$ cat config.mk
export PLATFORM = sky130hd
export DESIGN_NAME = pps_front
export DESIGN_NICKNAME = d
export VERILOG_FILES = /design/src/sv/pps_pkg.sv /design/src/sv/pps_front.sv
export SDC_FILE = /design/constraint.sdc
export NUM_CORES = 2
export LEC_CHECK = 0
export ABC_CLOCK_PERIOD_IN_PS = 20700
export BUFFER_PORTS_ARGS = -buffer_cell sky130_fd_sc_hd__buf_2
export CAP_MARGIN = 10
export CORE_MARGIN = 1
export CORE_UTILIZATION = 30
export CTS_CLUSTER_SIZE = 30
export DETAILED_ROUTE_END_ITERATION = 8
export SETUP_SLACK_MARGIN = 0.02
export SYNTH_ARGS = -nofsm -noshare
export SYNTH_HDL_FRONTEND = slang
export SYNTH_SLANG_ARGS = --single-unit
$ cat constraint.sdc
create_clock -name clk -period 20.7 [get_ports clk]
set_input_delay 2.07 -clock clk [delete_from_list [all_inputs] [get_ports clk]]
set_output_delay 2.07 -clock clk [all_outputs]
set_load 0.01 [all_outputs]
$ cat src/sv/pps_pkg.sv
package pps_pkg;

    localparam int MAX_WIDTH  = 1024;
    localparam int MAX_HEIGHT = 512;
    localparam int FRAC_BITS  = 8;

    localparam int COL_W  = 10;
    localparam int ROW_W  = 9;
    localparam int ADDR_W = COL_W + ROW_W;
    localparam int CFG_W  = 18;
    localparam int CIDX_W = 3;

    // numerator magnitude: 16x18 product plus 18x16 product, one bit of growth
    localparam int NUM_W  = 35;
    localparam int DEN_W  = 16 + FRAC_BITS;
    localparam int QCNT_W = 6;

    localparam logic [1:0] OP_PROJECT = 2'd0;
    localparam logic [1:0] OP_READ    = 2'd1;
    localparam logic [1:0] OP_CLEAR   = 2'd2;
    // unused opcode, also marks a rejected point in the back end
    localparam logic [1:0] OP_NONE    = 2'd3;

    localparam logic [CIDX_W-1:0] REG_FOCAL_X  = 3'd0;
    localparam logic [CIDX_W-1:0] REG_FOCAL_Y  = 3'd1;
    localparam logic [CIDX_W-1:0] REG_CENTRE_X = 3'd2;
    localparam logic [CIDX_W-1:0] REG_CENTRE_Y = 3'd3;
    localparam logic [CIDX_W-1:0] REG_WIDTH    = 3'd4;
    localparam logic [CIDX_W-1:0] REG_HEIGHT   = 3'd5;

    typedef struct packed {
        logic [COL_W-1:0] pixel_col;
        logic [ROW_W-1:0] pixel_row;
        logic             written;
        logic [23:0]      colour;
    } res_t;

endpackage

$ cat src/sv/pps_front.sv
// accepts transactions, checks point validity, builds both numerators
module pps_front
(
    input  logic                          clk,
    input  logic                          rst_n,
    input  logic                          in_fire,
    input  logic [1:0]                    opcode,
    input  logic [15:0]                   point_x_mm,
    input  logic [15:0]                   point_y_mm,
    input  logic [15:0]                   point_z_mm,
    input  logic                          point_bad,
    input  logic [23:0]                   colour,
    input  logic [pps_pkg::COL_W-1:0]     read_col,
    input  logic [pps_pkg::ROW_W-1:0]     read_row,
    input  logic [pps_pkg::CFG_W-1:0]     focal_x,
    input  logic [pps_pkg::CFG_W-1:0]     focal_y,
    input  logic [pps_pkg::CFG_W-1:0]     centre_x,
    input  logic [pps_pkg::CFG_W-1:0]     centre_y,
    output logic                          busy,
    output logic                          q_valid,
    input  logic                          q_ready,
    output logic [1:0]                    q_kind,
    output logic                          q_reject,
    output logic [pps_pkg::NUM_W-1:0]     q_col_mag,
    output logic [pps_pkg::NUM_W-1:0]     q_row_mag,
    output logic [pps_pkg::DEN_W-1:0]     q_den,
    output logic [23:0]                   q_colour,
    output logic [pps_pkg::COL_W-1:0]     q_rd_col,
    output logic [pps_pkg::ROW_W-1:0]     q_rd_row
);

    // stage 1 registers the products, stage 2 sums into the queue slot
    logic               s1_valid_reg;
    logic signed [34:0] px_reg, py_reg, cx_reg, cy_reg;
    logic [1:0]         s1_kind_reg;
    logic               s1_rej_reg;
    logic [15:0]        s1_z_reg;
    logic [23:0]        s1_col_reg;
    logic [pps_pkg::COL_W-1:0] s1_rc_reg;
    logic [pps_pkg::ROW_W-1:0] s1_rr_reg;

    logic               q_valid_reg;
    logic signed [35:0] ncol, nrow;

    assign busy = s1_valid_reg | q_valid_reg;

    always_ff @(posedge clk or negedge rst_n)
    begin
        if (!rst_n)
            s1_valid_reg <= 1'b0;
        else if (in_fire)
            s1_valid_reg <= 1'b1;
        else if (!q_valid_reg)
            s1_valid_reg <= 1'b0;
    end

    always_ff @(posedge clk)
    begin
        if (in_fire)
        begin
            px_reg <= 35'($signed(point_x_mm) * $signed({1'b0, focal_x}));
            py_reg <= 35'($signed(point_y_mm) * $signed({1'b0, focal_y}));
            cx_reg <= 35'($signed(point_z_mm) * $signed({1'b0, centre_x}));
            cy_reg <= 35'($signed(point_z_mm) * $signed({1'b0, centre_y}));
            s1_kind_reg <= opcode;
            s1_rej_reg  <= point_bad | point_z_mm[15] | (point_z_mm == 16'd0);
            s1_z_reg    <= point_z_mm;
            s1_col_reg  <= colour;
            s1_rc_reg   <= read_col;
            s1_rr_reg   <= read_row;
        end
    end

    // numerators and their magnitudes
    assign ncol = 36'(px_reg) + 36'(cx_reg);
    assign nrow = 36'(py_reg) + 36'(cy_reg);

    always_ff @(posedge clk or negedge rst_n)
    begin
        if (!rst_n)
            q_valid_reg <= 1'b0;
        else if (s1_valid_reg && !q_valid_reg)
            q_valid_reg <= 1'b1;
        else if (q_ready)
            q_valid_reg <= 1'b0;
    end

    always_ff @(posedge clk)
    begin
        if (s1_valid_reg && !q_valid_reg)
        begin
            q_kind    <= s1_kind_reg;
            q_reject  <= s1_rej_reg;
            q_col_mag <= ncol[35] ? 35'(-ncol) : 35'(ncol);
            q_row_mag <= nrow[35] ? 35'(-nrow) : 35'(nrow);
            q_den     <= {s1_z_reg, {pps_pkg::FRAC_BITS{1'b0}}};
            q_colour  <= s1_col_reg;
            q_rd_col  <= s1_rc_reg;
            q_rd_row  <= s1_rr_reg;
        end
    end

    assign q_valid = q_valid_reg;

endmodule

==> results.toml <==
[floorplan]
io_pins = 312
initial_core_util_pct = 30.2
die_area_mm2 = 0.181
die_y_um = 426
die_x_um = 426
core_mm2 = 0.178
rows = 155

[routing]
wl_per_cell_um = 17.0
drc_errors = 4
ant_nets = 0
vias = 37962
wl_um = 137000
post_drt_via_cell_ratio = 4.71
drt_iter0_drc = 1841
dr.pass1.iters = 7

[placement]
globalplace.congestion = 0.854
io_buffers = 303
dp.cells = 7976
dpl.hpwl_um = 108000

[run]
drv_cap = 0

[timing]
setup_viol = 0
final.period_utilization_pct = 43.0
fin_crit_ps = 8900
drv_slew = 0
relSlewSlack_pct = 18.1
setup_tns_ps = 0
fmax_mhz = 112
worst_slew_pin_slew_ps = 1230
finClkSkew_ps = 26.6
hold_viol_final = 0
rsz0062_at_grt = "no"

[cells_and_area]
final_util_pct = 33.1
area_growth_pct = 9.71
nNetsFinal = 7300
drive_above_1_share_pct = 7.57
layout_commonest_cell = "inv_1"
layoutNonFillerInstCount = 8055
final_cell_mix = "inv_1 (1101), fa_1 (890), nand2_1 (639)"

[cts]
cts_hold_buf = 0
htreeDepth = 2
cts_resized = 0
clock_latency_ps = 590
clockBufferDepth = 3
clock_sinks = 336
cts_made_buffers = 41
postCtsSetupRepairBufs = 0
tritoncts = "yes"
cts_root_buffer = "clkbuf_16"
cts.clk_slew.worst_paths_ps = 60

[logic_synthesis]
synth_ff_type = "edfxtp_1"
syn_area_mm2 = 0.0539
synth_edf_count = 334
ys_async_sr_fraction_pct = 0.595
ys_warn_count = 0
synthCells = 5500
yosysTopAreaCell = "fa_1"
ys_top_cells_by_area = "fa_1 (33%), edfxtp_1 (19%), ha_1 (13%)"
avgSynthCellArea_um2 = 9.79
synth_top_area_share_pct = 33.1
synth_cell_type_count = 96
synth-seq-cells = 336
ys_seq_area_share_pct = 18.7

[global_routing]
grt_overflow = 0
grt_antenna_before_repair = 12
grt_first_pass_wirelength_um = 221000
track_usage_pct = 15.4
grt_pass1_vias = 41102
grt_max_degree = 133

[worst_setup_path]
cp.arrival_ps = 9230
end_kind = "flip-flop"
path_max_fanout = 38
critical_path_class = "primary input to flip-flop"
critPathLaunchType = "primary input"
worstPathRequired_ps = 21040
regToRegSetupSlack_ps = 15620

[outcome]
violations = "DRC"
status = "complete, but fails checks"

[min_path]
hold_class = "flip-flop to flip-flop"
[layout make-up]
type	instances	area [um2]
Inverter	1101	4130
Timing Repair Buffer	314	1620
Clock inverter	32	333
Tap cell	2355	2950
Multi-Input combinational cell	3870	38900
Fill cell	18231	119000
Antenna cell	3	7.51
Clock buffer	44	1080
Sequential cell	336	10100
[Yosys cell counts (all sizes together), types with 27 or more instances]
| library cell | number |
|---|---|
| nand2 | 639 |
| o21ai | 105 |
| nand2b | 54 |
| ha | 576 |
| nor2 | 151 |
| nand3 | 36 |
| inv | 1101 |
| o21a | 27 |
| edfxtp | 334 |
| a21o | 81 |
| xnor2 | 179 |
| clkbuf | 191 |
| xor2 | 56 |
| nor3 | 38 |
| fa | 890 |
| a21oi | 180 |
| and2 | 542 |
[routing by layer]
| metal | wire (um) | vias up | part of all wire (%) | global-route usage [%] |
|---|---|---|---|---|
| met1 | 55100 | 19229 | 40 | 18.4 |
| li1 | - | 17555 | - | - |
| met2 | 71900 | 959 | 52 | 28.7 |
| met3 | 6300 | 217 | 4.6 | 1.77 |
| met5 | 17 | - | 0.012 | 0 |
| met4 | 3720 | 2 | 2.7 | 4.11 |
[worst paths after layout]
kind	startpoint	to	depth (start not counted)
worst min-delay path	s1_z_reg[5]	q_den[13]	0
worst min register to register	s1_z_reg[5]	q_den[13]	0
worst max-delay path	point_z_mm[1]	cy_reg[34]	24
min in group asynchronous	rst_n	s1_valid_reg	1
worst max register to register	py_reg[0]	q_row_mag[29]	13
max in group asynchronous	rst_n	q_valid	1
[cells by family after synthesis]
| logic type | Yosys count | share of synthesized area [%] |
|---|---|---|
| xor+xnor | 235 | 3.84 |
| fa+ha+maj | 1466 | 46.5 |
| buf+inv | 1301 | 9.15 |
| compound gates | 567 | 6.85 |
| flops | 336 | 18.7 |
| simple gates | 1588 | 14.9 |
| other cells | 1 | 0.00696 |
| mux | 6 | 0.121 |
[critical path, stage by stage]
cell      delay, ps
buf_2           630
nand2_1         180
fa_1            540
fa_1            510
fa_1            520
inv_1            60
fa_1            490
fa_1            500
inv_1            50
fa_1            480
inv_1            50
ha_1            320
a21o_1          180
a21o_1          170
a21o_1          190
a311oi_1        260
o21a_1          240
o21ai_1         140
o41ai_1         480
o31ai_1         180
or4_1           450
a31o_2          250
a21oi_1         160
xnor2_1          80
[stage by stage]
stage	hold slack, ps	instance area [um2]	setup WS [ps]
after floorplan	400	53900	11930
after global placement	400	57700	11310
after detailed placement	405	57700	11170
after CTS	391	59100	11830
after global routing	410	59100	11410
final	398	59100	11800
Power is not shown: default switching activity piles up to over one toggle a cycle in this logic, so the estimate is an artifact.
